[src/design/bpfa_pkg.sv]
// Shared types, codes and counter helpers for the bitmap page frame allocator.
// No dependencies; every other design file but bpfa_ram imports this package.
`default_nettype none

package bpfa_pkg;

    localparam int ADDR_W = 48;
    localparam int CNT_W  = 16;
    localparam int WORD_W = 64;
    localparam int BIT_W  = 6;

    typedef enum logic [1:0] {
        OP_ALLOC   = 2'd0,
        OP_FREE    = 2'd1,
        OP_RESERVE = 2'd2,
        OP_MARK    = 2'd3
    } op_t;

    typedef enum logic [2:0] {
        STS_OK        = 3'd0,
        STS_NOMEM     = 3'd1,
        STS_ZERO      = 3'd2,
        STS_UNALIGNED = 3'd3,
        STS_RANGE     = 3'd4,
        STS_DOUBLE    = 3'd5
    } status_t;

    typedef struct packed {
        op_t                op;
        logic [ADDR_W-1:0]  addr;
        logic [CNT_W-1:0]   page_count;
        logic [ADDR_W-1:0]  byte_size;
    } req_t;

    typedef struct packed {
        status_t            status;
        logic [ADDR_W-1:0]  base_addr;
        logic [CNT_W-1:0]   pages_changed;
        logic [CNT_W-1:0]   free_count;
        logic [CNT_W-1:0]   used_count;
        logic [CNT_W-1:0]   reserved_count;
    } rsp_t;

    // classified job handed from front to back
    typedef struct packed {
        op_t                op;
        logic [ADDR_W-1:0]  start_pg;
        logic [ADDR_W-1:0]  end_pg;
        logic [CNT_W-1:0]   count;
        status_t            status;
        logic               skip;
    } job_t;

    function automatic logic [CNT_W-1:0] sat_inc(input logic [CNT_W-1:0] c);
        return (c == {CNT_W{1'b1}}) ? c : c + 1'b1;
    endfunction

    function automatic logic [CNT_W-1:0] sat_dec(input logic [CNT_W-1:0] c);
        return (c == '0) ? c : c - 1'b1;
    endfunction

endpackage

`default_nettype wire

[src/design/bpfa_front.sv]
// Front end: accepts request beats, classifies them into jobs, two-entry queue.
// Depends on bpfa_pkg.
`default_nettype none

module bpfa_front #(
    parameter int PAGE_BITS = 12
) (
    input  wire logic            clk,
    input  wire logic            rst_n,
    input  wire logic            req_valid,
    output logic                 req_stall,
    input  wire bpfa_pkg::req_t  req,
    input  wire logic            clearing,
    output logic                 job_valid,
    output bpfa_pkg::job_t       job,
    input  wire logic            job_pop
);
    import bpfa_pkg::*;

    localparam logic [ADDR_W-1:0] OFS_MASK = ADDR_W'((49'd1 << PAGE_BITS) - 49'd1);

    job_t             cls;
    logic [ADDR_W-1:0] first_pg;
    logic [ADDR_W:0]   rsv_sum;
    logic [ADDR_W-1:0] rsv_pages;

    job_t       q_reg [2];
    logic       wr_ptr_reg, rd_ptr_reg;
    logic [1:0] fill_reg;
    logic       push;

    always_comb
    begin
        first_pg  = req.addr >> PAGE_BITS;
        rsv_sum   = {1'b0, req.byte_size} + {1'b0, OFS_MASK};
        rsv_pages = ADDR_W'(rsv_sum >> PAGE_BITS);
        cls.op       = req.op;
        cls.count    = req.page_count;
        cls.start_pg = first_pg;
        cls.end_pg   = first_pg + ADDR_W'(req.page_count);
        cls.status   = STS_OK;
        cls.skip     = 1'b0;
        unique case (req.op)
            OP_ALLOC:
            begin
                if (req.page_count == '0)
                begin
                    cls.status = STS_ZERO;
                    cls.skip   = 1'b1;
                end
            end
            OP_FREE:
            begin
                if (req.page_count == '0)
                begin
                    cls.skip = 1'b1;
                end
                else if (req.addr == '0)
                begin
                    // page zero fails, the rest are still freed
                    cls.status   = STS_ZERO;
                    cls.start_pg = ADDR_W'(1);
                    cls.end_pg   = ADDR_W'(req.page_count);
                end
                else if ((req.addr & OFS_MASK) != '0)
                begin
                    cls.status = STS_UNALIGNED;
                    cls.skip   = 1'b1;
                end
            end
            OP_RESERVE:
            begin
                cls.end_pg = first_pg + rsv_pages;
            end
            OP_MARK:
            begin
            end
            default:
            begin
            end
        endcase
    end

    assign req_stall = (fill_reg == 2'd2) || clearing;
    assign push      = req_valid && !req_stall;
    assign job_valid = (fill_reg != 2'd0);
    assign job       = q_reg[rd_ptr_reg];

    always_ff @(posedge clk)
    begin
        if (push)
        begin
            q_reg[wr_ptr_reg] <= cls;
        end
    end

    always_ff @(posedge clk or negedge rst_n)
    begin
        if (!rst_n)
        begin
            wr_ptr_reg <= 1'b0;
            rd_ptr_reg <= 1'b0;
            fill_reg   <= 2'd0;
        end
        else
        begin
            if (push)
            begin
                wr_ptr_reg <= !wr_ptr_reg;
            end
            if (job_pop)
            begin
                rd_ptr_reg <= !rd_ptr_reg;
            end
            fill_reg <= fill_reg + 2'(push) - 2'(job_pop);
        end
    end

endmodule

`default_nettype wire

[config.mk]
export PLATFORM = sky130hd
export DESIGN_NAME = bpfa_front
export DESIGN_NICKNAME = d
export VERILOG_FILES = /design/src/design/bpfa_pkg.sv /design/src/design/bpfa_front.sv
export SDC_FILE = /design/constraint.sdc
export NUM_CORES = 1
export LEC_CHECK = 0
export ABC_AREA = 1
export BUFFER_PORTS_ARGS = -buffer_cell sky130_fd_sc_hd__buf_4
export CAP_MARGIN = 30
export CORE_MARGIN = 10
export CORE_UTILIZATION = 25
export DETAILED_ROUTE_END_ITERATION = 6
export PLACE_DENSITY = 0.47
export SETUP_SLACK_MARGIN = 0.2
export SYNTH_ARGS = -nofsm -noshare
export SYNTH_HDL_FRONTEND = slang
export SYNTH_SLANG_ARGS = --single-unit
[constraint.sdc]
create_clock -name clk -period 16.2 [get_ports clk]
set_clock_uncertainty 0.15 [all_clocks]
set_input_delay 2.43 -clock clk [delete_from_list [all_inputs] [get_ports clk]]
set_output_delay 2.43 -clock clk [all_outputs]
set_load 0.05 [all_outputs]
**Word level (Yosys, flattened, before mapping)**

Memory sizes are Yosys's and may differ from the RTL's.
Cells that the tools add are included.

- Bits in registers: 4
- Bits in writable memories: 236
- Bits of input ports: 119
- Logic and storage cells: 35
- Memories: 1

- $add $sub $neg: 5
- Equal/unequal tests: 3
- Mux-type cells: 13
- Reduce and logical (&&, ||, !) cells: 10

Memory list:

| memory | depth | bits a word | rd ports | clocked after Yosys merged registers in | write ports | line | RTL |
|---|---|---|---|---|---|---|---|
| q_reg | 2 | 118 | 1 | 0 | 1 | bpfa_front.sv:27 | `job_t q_reg [2];` |

Operators with widths:

| kind | number |
|---|---|
| two-way mux 84 bit | 2 |
| one-hot mux 48 bit (2 select lines) | 1 |
| adder 48 x 12 -> 49 bit (second input constant) | 1 |
| logical NOT 48 bit | 1 |
| two-way mux 48 bit | 1 |
| nonzero test 48 bit | 1 |
| adder 36 x 37 -> 38 bit | 1 |
| adder 36 x 16 -> 37 bit | 1 |
| logical NOT 16 bit | 1 |
| one-hot mux 4 bit (2 select lines) | 1 |
| two-way mux 3 bit | 2 |
| == test 2 bit (second input constant) | 2 |
| two-way mux 1 bit | 4 |
| two-way mux 2 bit | 2 |
| logical NOT 1 bit | 3 |
| adder 2 x 1 -> 2 bit | 1 |
| == test 2 x 1 -> 1 bit (second input constant) | 1 |
| logical NOT 2 bit | 1 |
| nonzero test 2 bit | 1 |
| subtractor 2 x 1 -> 2 bit | 1 |
| logical AND 1 bit | 1 |
| logical OR 1 bit | 1 |

**Longest topological paths before layout**

Gate-level depths: netlist of run 1.

- Depth in word-level cells: 6
- Gate-level depth with buffers: 23
- Gate-level depth less buffers: 23

**Worst setup path before layout of run 1**

OpenSTA, ideal clock, no wires.

- Kind: in2reg
- Start: input port clearing
- End: memory q_reg[0][0] (netlist bit) (enable)
- Setup time: 0.550 ns
- Arrival: 6.608 ns
- Required time: 15.500 ns
- Path slack: 8.892 ns
- Stages on the path: 3
- Path buffers: 0
- Cell sequence: inv_1 > nand3_1 > nor2_1

- Word-level cells in the longest chain between the ends: 5

Ends and longest elaborated chain:

| element | line | RTL |
|---|---|---|
| start: declaration | bpfa_front.sv:13 | `input wire logic clearing,` |
| logical OR 1 bit | bpfa_front.sv:84 | `assign req_stall = (fill_reg == 2'd2) \|\| clearing;` |
| logical NOT 1 bit | bpfa_front.sv:85 | `assign push = req_valid && !req_stall;` |
| logical AND 1 bit | bpfa_front.sv:85 |  |
| two-way mux 1 bit | bpfa_front.sv:91 | `if (push)` |
| two-way mux 1 bit (implied by the code) | bpfa_front.sv:93 | `q_reg[wr_ptr_reg] <= cls;` |
| end: declaration | bpfa_front.sv:27 |  |

Every way passes these cells.

==> impl_metrics.toml, run 1 <==
[place]
hpwl_um = 41060
preCtsSetupSlack_ns = 10.11
io_buffers = 215
gp_congestion = 0.9308
postPlaceCellArea_um2 = 16180

[global_routing]
grtUsageTotal_pct = 14.82
grt_max_degree = 65
grt_pass1_wl_um = 74550
grt_pass1_vias = 12190
grt-ovfl-total = 0
antenna_found_initial = 0

[layout]
final_area_um2 = 16770
fillers = 5990
final_common_cell = "nand2_1"
drive_above_1_share_pct = 20.09
largest_reg_flops = 190
seq_area_um2 = 5809
multi_input_area_um2 = 6962
fin_util_pct = 30.44
area_delta_synth_final_pct = 20.48
layout_common_cells = "nand2_1, buf_4, inv_1"
nets = 2090
antenna_cells = 0

[sta]
slew_violations = 0
rsz0062_at_grt = "false"
period_needed_ns = 5.608
worst_pin_slew_ns = 0.9609
max_freq_ghz = 0.1783
maxSlewHeadroom_pct = 35.94
hold_viol = 0
setup_ws_ns = 10.59
finalSetupViolations = 0
setup_tns_ns = 0
finalCritPeriodShare_pct = 34.62

[routing]
viasPerCell = 4.596
ant_nets = 0
drt_iter0_markers = 1003
vias = 12270
firstDrtPassIters = 6
drc_errors = 0
wl_per_cell_um = 18.80
routed_wirelength_um = 50190

[clock_network]
cts_tree = "done"
cts_hold_buf = 0
clkTransAtPathRegs_ns = 0.07
cts.htree.levels = 4
clkLatencyLatePin_ns = 0.43
post_cts_buffers = 0
cts_buffers = 17
clock_path_buffers = 2
cts_root_buffer = "clkbuf_16"
post_cts_resized = 0
clkSinkCount = 194

[logic_synthesis]
synth_area_um2 = 13920
yosysWarnings = 0
synth_seq_cells = 194
synth.avg_cell_area_um2 = 8.060
yosysUniqueCellTypes = 43
synth_cells = 1727
synth_seq_area_share_pct = 41.71

[worst_setup_path]
crit_type = "in2reg"
cp-start-kind = "input port"
arrival_ns = 5.61
critPathMaxFanout = 6
reg2reg_depth = 4
critPathCaptureType = "register"
crit_required_ns = 16.20
rrSetupSlack_ns = 13.73
r2r-start = "fill_reg[1]"
r2r-end = "q_reg[0][21]"

[die]
core_area_um2 = 55090
row_count = 86
die_w_um = 256.0
start_util_pct = 25.27
die-height_um = 256.0
die_area_um2 = 65520
top_level_ports = 239

[run]
cap_violations = 0

[pwr]
ir_worst_vdd_mv = 0.07409
cellPowerDensity_nw_per_um2 = 122.0
p_leak_nw = 7.422

[run_status]
outcome = "completed"

[worst_hold_path]
hold_path_end = "fill_reg[0]"
hold_depth = 1
min_from = "fill_reg[0]"
hold_path.class = "reg2reg"
==> area by class of cell <==
class                      count  area share [%]
inverter                     216           4.835
tap                          748           5.581
timing repair buffer         221           9.893
sequential                   194           34.64
clock inverter                14          0.9774
clock buffer                  18           2.559
multi-input combinational   1258           41.51
==> synth_stat cells, drive strengths merged <==
cell	n	area, um2
and2	3	18.77
inv	216	810.8
a21o	1	7.510
nand3b	13	97.59
a21oi	59	299.0
and3	1	6.260
a31oi	1	6.260
nand2	476	1809
nor4	9	56.30
clkbuf	39	146.4
mux2	95	1070
o211ai	2	15.01
nor3	34	236.5
a21boi	2	18.77
edfxtp	190	5705
or2	11	68.81
xnor2	11	96.34
o21bai	4	30.03
ha	61	763.2
fa	2	40.04
o21ai	29	145.1
xor2	33	289.0
nand3	167	840.8
nand4	31	193.9
buf	42	292.8
nor2	190	752.0
conb	1	3.750
dfrtp	4	100.1
==> routing by layer <==
metal  part of all wire (%)  GRT usage [%]  vias to the layer above  wire (um)
met5                      0              0                        -          0
met4                    2.0          4.017                        0       1000
met3                    5.5          2.533                       42       2748
met2                     46          24.12                      388      22970
met1                     47          19.90                     5814      23470
li1                       -              -                     6023          -
==> cells by family (layout without fill, tap and decap cells) <==
family	after synthesis	after routing	synth area share [%]
AO/OA/AOI/OAI	98	98	3.748
adder cells (fa/ha/maj)	63	63	5.771
other	1	23	0.02694
flip-flops	194	194	41.71
multiplexers	95	95	7.685
AND/OR/NAND/NOR	935	935	29.31
buffers and inverters	297	469	8.980
XOR/XNOR	44	44	2.769
==> worst max-delay path, stage by stage <==
cell	delay, ns
buf_4	0.11
nor2_1	0.16
nand2_1	0.13
inv_1	0.10
nand3_2	0.16
nand2_2	0.20
nor2_8	0.06
nand2_4	0.10
nor2_4	0.05
xnor2_1	0.18
inv_1	0.12
ha_1	0.39
nand2_1	0.11
inv_1	0.12
nand2_1	0.10
nor2_1	0.21
nand4_1	0.19
nand3_1	0.20
a21oi_1	0.08
o21ai_0	0.23
nand2_1	0.17
==> power breakdown <==
group	total (W)	switching [W]	internal (W)
Combinational	0.000951	0.000652	0.000299
Sequential	0.000663	0.0000306	0.000633
Clock	0.000432	0.000211	0.000221
==> worst max-delay path by stage <==
stage                     startpoint      endpoint  slack [ns]  cells past startpoint
after floorplan             clearing   q_reg[0][0]        8.89                      3
after global placement        req[8]  q_reg[0][39]       10.04                     20
after detailed placement      req[8]  q_reg[0][39]       10.11                     20
after CTS                     req[8]  q_reg[0][39]       10.59                     20
after global routing          req[8]  q_reg[1][39]       10.30                     20
final                         req[2]  q_reg[1][39]       10.59                     21
==> stage by stage <==
step / total power, W / hold slack [ns] / instances
global placement: 0.001642 / 0.3573 / 2637
CTS: 0.002080 / 0.3842 / 2669
finish: 0.002047 / 0.3834 / 2669
global route: 0.002150 / 0.3976 / 2669
floorplan: 0.001345 / 0.3421 / 1749
detailed placement: 0.001641 / 0.3676 / 2637
No activity file was read; power rests on OpenSTA's default activity.
==> run 2: changes to the inputs <==
--- a/config.mk
+++ b/config.mk
@@ -5,13 +5,13 @@
 export SDC_FILE = /design/constraint.sdc
 export NUM_CORES = 1
 export LEC_CHECK = 0
-export ABC_AREA = 1
+export ABC_AREA = 0
 export BUFFER_PORTS_ARGS = -buffer_cell sky130_fd_sc_hd__buf_4
 export CAP_MARGIN = 30
 export CORE_MARGIN = 10
 export CORE_UTILIZATION = 25
 export DETAILED_ROUTE_END_ITERATION = 6
-export PLACE_DENSITY = 0.47
+export PLACE_DENSITY = 0.48
 export SETUP_SLACK_MARGIN = 0.2
 export SYNTH_ARGS = -nofsm -noshare
 export SYNTH_HDL_FRONTEND = slang
==> constraint.sdc (replaced) <==
create_clock -name clk -period 5.17 [get_ports clk]
set_clock_uncertainty 0.15 [all_clocks]
set_input_delay 0.7755 -clock clk [delete_from_list [all_inputs] [get_ports clk]]
set_output_delay 0.7755 -clock clk [all_outputs]
set_load 0.05 [all_outputs]
==> impl_metrics.toml, run 2 <==
[global_routing]
grt-ovfl-total = 0
grt_max_degree = 52
antenna_found_initial = 2
grtUsageTotal_pct = 13.06
grt_pass1_vias = 8664
grt_pass1_wl_um = 55300

[logic_synthesis]
muxShareOfSynthArea_pct = 9.378
synth_area_um2 = 11850
synth.most_common_cell = "edfxtp_1"
synthAdderAreaFrac_pct = 6.780
synth_seq_cells = 194
synth_top_area_share_pct = 48.16
synth_cells = 1012
yosysWarnings = 0
synth_seq_area_share_pct = 49.00
synth_edf_count = 190
synth-compound-area-share_pct = 11.78
synth_top_family_by_area = "compound AO/OA/AOI/OAI gates"
synthTopCellsByArea = "edfxtp_1, mux2_2, ha_1, xnor2_1, xor2_1"
synth_top_cell_by_area = "edfxtp_1"
ys.flop_type = "edfxtp_1"
synth-simple-area-share_pct = 10.89
synth_commonest_cells = "edfxtp_1, mux2_2, nand2_1"
async_flop_share_pct = 2.062
yosysUniqueCellTypes = 78
synth.avg_cell_area_um2 = 11.71
synth_xor_area_share_pct = 7.466

[worst_setup_path]
crit_path_top_delay_cell = "a2111oi_0"
critPathMaxFanout = 6
critPathCaptureType = "register"
crit_type = "in2reg"
crit_path_max_incr_delay_ns = 0.41
arrival_ns = 4.79
cp.buffers_inverters = 2
cp-start-kind = "input port"
cp_cell_sequence = "buf_4, nor4_2, a311oi_2, and2_4, and4_4, and2_4, and3_4, and2_4, nand2_1, xnor2_1, ha_1, a21o_1, o21bai_1, a21o_1, a21o_1, a2111oi_0, buf_4, nor4_1, a211oi_2, xnor2_1, o21ai_1"
cp_top_family = "compound AO/OA/AOI/OAI gates"
crit_required_ns = 5.21

[routing]
drc_errors = 0
firstDrtPassIters = 5
ant_nets = 0
viasPerCell = 4.723
wl_per_cell_um = 20.55
routed_wirelength_um = 37490
vias = 8614
drt_iter0_markers = 516

[layout]
final_area_um2 = 14690
drive_above_1_share_pct = 33.14
largest_reg_flops = 190
area_delta_synth_final_pct = 23.97
nets = 1385
final_cells = 1824
layout_common_cells = "buf_4, edfxtp_1, mux2_2"
final_common_cell = "buf_4"

[place]
io_buffers = 215
postPlaceCellArea_um2 = 14090
gp_congestion = 0.8591
hpwl_um = 28520
preCtsSetupSlack_ns = 0.01491
placed_cells = 1790

[pwr]
p_leak_nw = 5.486
cellPowerDensity_nw_per_um2 = 431.2
p_total_w = 0.006334
ir_worst_vdd_mv = 0.1787

[die]
row_count = 79
top_level_ports = 239
die-height_um = 237.7
die_w_um = 237.7
die_area_um2 = 56500
start_util_pct = 25.39
core_area_um2 = 46650

[clock_network]
cts.htree.levels = 4
clkTransAtPathRegs_ns = 0.07
clkLatencyLatePin_ns = 0.47
clkSinkCount = 194
post_cts_resized = 0
cts_root_buffer = "clkbuf_16"
cts_tree = "done"
cts_buffers = 17
clock_path_buffers = 2

[sta]
setup_tns_ns = 0
hold_viol = 0
finalCritPeriodShare_pct = 91.80
slew_violations = 0
worst_pin_slew_ns = 0.8587
max_freq_ghz = 0.2107
maxSlewHeadroom_pct = 42.61
setup_ws_ns = 0.4241
period_needed_ns = 4.746
finalSetupViolations = 0
rsz0062_at_grt = "false"

[run_status]
outcome = "completed"

[worst_hold_path]
hold_path.class = "in2reg"

[run]
cap_violations = 0
run 2: repair_timing:
item / 4_1_cts / 5_1_grt
setup endpoints to repair: 0 / 0
hold endpoints to repair: 4 / 0
setup buffers: 0 / 0
hold buffers: 1 / 0
run 2: worst paths after layout:
kind | from | to | slack (ns) | cells past startpoint
max in group asynchronous | rst_n | rd_ptr_reg | 4.27 | 2
worst max register to register | fill_reg[0] | q_reg[0][39] | 2.65 | 5
worst min register to register | fill_reg[1] | fill_reg[1] | 0.35 | 1
worst max-delay path | req[5] | q_reg[1][56] | 0.42 | 21
min in group asynchronous | rst_n | rd_ptr_reg | 0.48 | 2
worst min-delay path | job_pop | rd_ptr_reg | 0.33 | 2
run 2: per-layer routing:
metal | track usage, % | vias up | part of all wire, %
li1 | - | 4140 | -
met1 | 16.90 | 4202 | 46
met2 | 20.32 | 238 | 46
met3 | 4.454 | 34 | 6.8
met4 | 3.632 | 0 | 1.3
met5 | 0 | - | 0
run 2: cells by family after synthesis:
logic type | after synthesis
simple gates | 241
compound gates | 197
flops | 194
buf+inv | 116
xor+xnor | 101
mux | 99
fa+ha+maj | 63
other cells | 1
run 2: power by group:
part | internal, W | switching, W | total, W
clock network | 0.000761 | 0.000617 | 0.00138
logic | 0.000971 | 0.00187 | 0.00284
registers | 0.00198 | 0.000134 | 0.00212
total | 0.00372 | 0.00262 | 0.00633
run 2: through the flow:
stage	util (%)	hold WS (ns)
after floorplan	-	0.3097
after global routing	31.48	0.2939
final	31.48	0.3251
after global placement	30.13	0.3263
after CTS	31.48	0.2892
after detailed placement	30.19	0.3372
run 2: final cells by class:
type                    count  area (um2)
diodes                      1       2.502
fillers                  4817       31970
repair buffers            236        1832
well taps                 607       759.5
clock buffers              19       432.9
flip-flops and latches    194        5809
multi-input cells         724        5583
clock inverters            13       156.4
inverters                  30       112.6
==> run 3: changes to the inputs <==
--- a/config.mk
+++ b/config.mk
@@ -5,14 +5,16 @@
 export SDC_FILE = /design/constraint.sdc
 export NUM_CORES = 1
 export LEC_CHECK = 0
-export ABC_AREA = 0
+export ABC_AREA = 1
 export BUFFER_PORTS_ARGS = -buffer_cell sky130_fd_sc_hd__buf_4
 export CAP_MARGIN = 30
 export CORE_MARGIN = 10
 export CORE_UTILIZATION = 25
 export DETAILED_ROUTE_END_ITERATION = 6
-export PLACE_DENSITY = 0.48
+export MAX_ROUTING_LAYER = met4
+export PLACE_DENSITY = 0.47
 export SETUP_SLACK_MARGIN = 0.2
 export SYNTH_ARGS = -nofsm -noshare
 export SYNTH_HDL_FRONTEND = slang
 export SYNTH_SLANG_ARGS = --single-unit
+export TNS_END_PERCENT = 5
==> impl_metrics.toml, run 3 (synthesis gave the netlist of run 1 again) <==
[worst_setup_path]
crit_path_max_incr_delay_ns = 0.36
critPathMaxFanout = 6
crit_required_ns = 5.20
reg2reg_depth = 5
critPathCaptureType = "register"
cp_cell_sequence = "buf_4, nor2_1, and2_1, nand3_2, nand2_2, nor2_8, nand2_2, nor2_2, a21boi_0, nor2_1, inv_1, ha_1, nand2_1, inv_1, nand2_1, inv_1, a21oi_1, nand3_1, or2_2, nand3_1, nand2_1"
crit_path_top_delay_cell = "ha_1"
crit_type = "in2reg"
cp-start-kind = "input port"
arrival_ns = 3.94

[sta]
finalSetupViolations = 0
rsz0062_at_grt = "false"
max_freq_ghz = 0.2559
slew_violations = 0
finalCritPeriodShare_pct = 75.59
period_needed_ns = 3.908
maxSlewHeadroom_pct = 46.86
hold_viol = 0
worst_pin_slew_ns = 0.7942

[layout]
final_cells = 2675
nets = 2096
layout_common_cells = "nand2_1, buf_4, inv_1"
multi_input_area_um2 = 6962
area_delta_synth_final_pct = 21.12
fin_util_pct = 30.60
final_common_cell = "nand2_1"
antenna_cells = 0
largest_reg_flops = 190
drive_above_1_share_pct = 20.29
fillers = 5966
seq_area_um2 = 5809

[pwr]
p_total_w = 0.006437
p_leak_nw = 7.466
cellPowerDensity_nw_per_um2 = 381.8
ir_worst_vdd_mv = 0.2421

[run]
cap_violations = 0

[place]
gp_congestion = 0.9315
hpwl_um = 41070
io_buffers = 215
placed_cells = 2640

[clock_network]
clkSinkCount = 194
cts_root_buffer = "clkbuf_16"
clkTransAtPathRegs_ns = 0.07
clock_path_buffers = 2
clkLatencyLatePin_ns = 0.44
cts.htree.levels = 4
cts_tree = "done"
cts_buffers = 17

[die]
die_w_um = 256.0
die-height_um = 256.0
start_util_pct = 25.27
top_level_ports = 239
die_area_um2 = 65520
core_area_um2 = 55090
row_count = 86

[global_routing]
antenna_found_initial = 0
grt-ovfl-total = 0
grt_pass1_wl_um = 74830
grt_pass1_vias = 12110
grt_max_degree = 67
grtUsageTotal_pct = 15.30

[routing]
wl_met1_um = 24090
vias = 12180
top_layer_used = "met4"
met2_length_um = 22730
drt_iter0_markers = 1077
wl_per_cell_um = 18.70
dr_wl_met3_um = 2293
ant_nets = 0
firstDrtPassIters = 6
drc_errors = 0
routed_wirelength_um = 50010
viasPerCell = 4.555

[run_status]
outcome = "completed"

[worst_hold_path]
hold_depth = 2
hold_path.class = "in2reg"
-- run 3: changes by cell type in the layout (fill, tap and decap cells not counted), moves of 8 or more --
cell,change
nand2_1,+405
nor3_1,+17
xnor2_1,-50
nand3_1,+133
nor2_1,+143
nor4_1,-16
o21ai_0,+8
a21o_1,-18
nand4_1,+14
o22ai_1,-15
nand3b_1,+13
inv_1,+182
a31oi_1,-8
a22oi_1,-10
-- run 3: metrics by stage --
stage,setup TNS [ns],setup WS [ns],instance area [um2],hold WS (ns)
floorplan,-91.78,-0.4831,14000,0.3299
global placement,0,0.7989,16200,0.3562
detailed placement,0,0.8153,16200,0.3697
CTS,0,1.287,16800,0.3377
global route,0,0.9878,16860,0.3474
finish,0,1.262,16860,0.3622
-- run 3: per-layer routing --
| layer | global-route usage (%) | up-vias |
|---|---|---|
| met2 | 23.98 | 402 |
| met1 | 20.49 | 5703 |
| met4 | 3.653 | 0 |
| met5 | - | - |
| met3 | 2.208 | 47 |
| li1 | - | 6032 |
-- run 3: where the power goes --
group | switching (W) | internal [W]
Sequential | 0.000112 | 0.00198
Clock | 0.000660 | 0.000695
Combinational | 0.00203 | 0.000958
-- run 3: worst max-delay path: cells and delay by family --
family,cells,cell delay [ns]
and+or+nand+nor,14,2.12
adders and majority gates,1,0.36
buffers and inverters,4,0.32
AOI/OAI and AO/OA,2,0.35
-- run 3: final timing paths --
path / start / end / slack [ns]
min reg2reg: fill_reg[0] / fill_reg[0] / 0.38
max in group asynchronous: rst_n / rd_ptr_reg / 4.24
min in group asynchronous: rst_n / rd_ptr_reg / 0.52
max reg2reg: fill_reg[1] / q_reg[0][22] / 3.18
max: req[8] / q_reg[0][37] / 1.26
min: job_pop / rd_ptr_reg / 0.36
-- run 3: area by class of cell --
class | instances | share of cell area (%)
Clock inverter | 14 | 0.9870
Multi-Input combinational cell | 1258 | 41.29
Tap cell | 748 | 5.551
Inverter | 216 | 4.809
Sequential cell | 194 | 34.46
Clock buffer | 18 | 2.545
Timing Repair Buffer | 227 | 10.36
-- run 3: what timing repair did --
item | in CTS | in global routing
setup endpoints to repair | 0 | 0
hold endpoints to repair | 4 | 0
gates resized for setup | 0 | 0
hold buffers | 1 | 0
setup buffers | 0 | 0
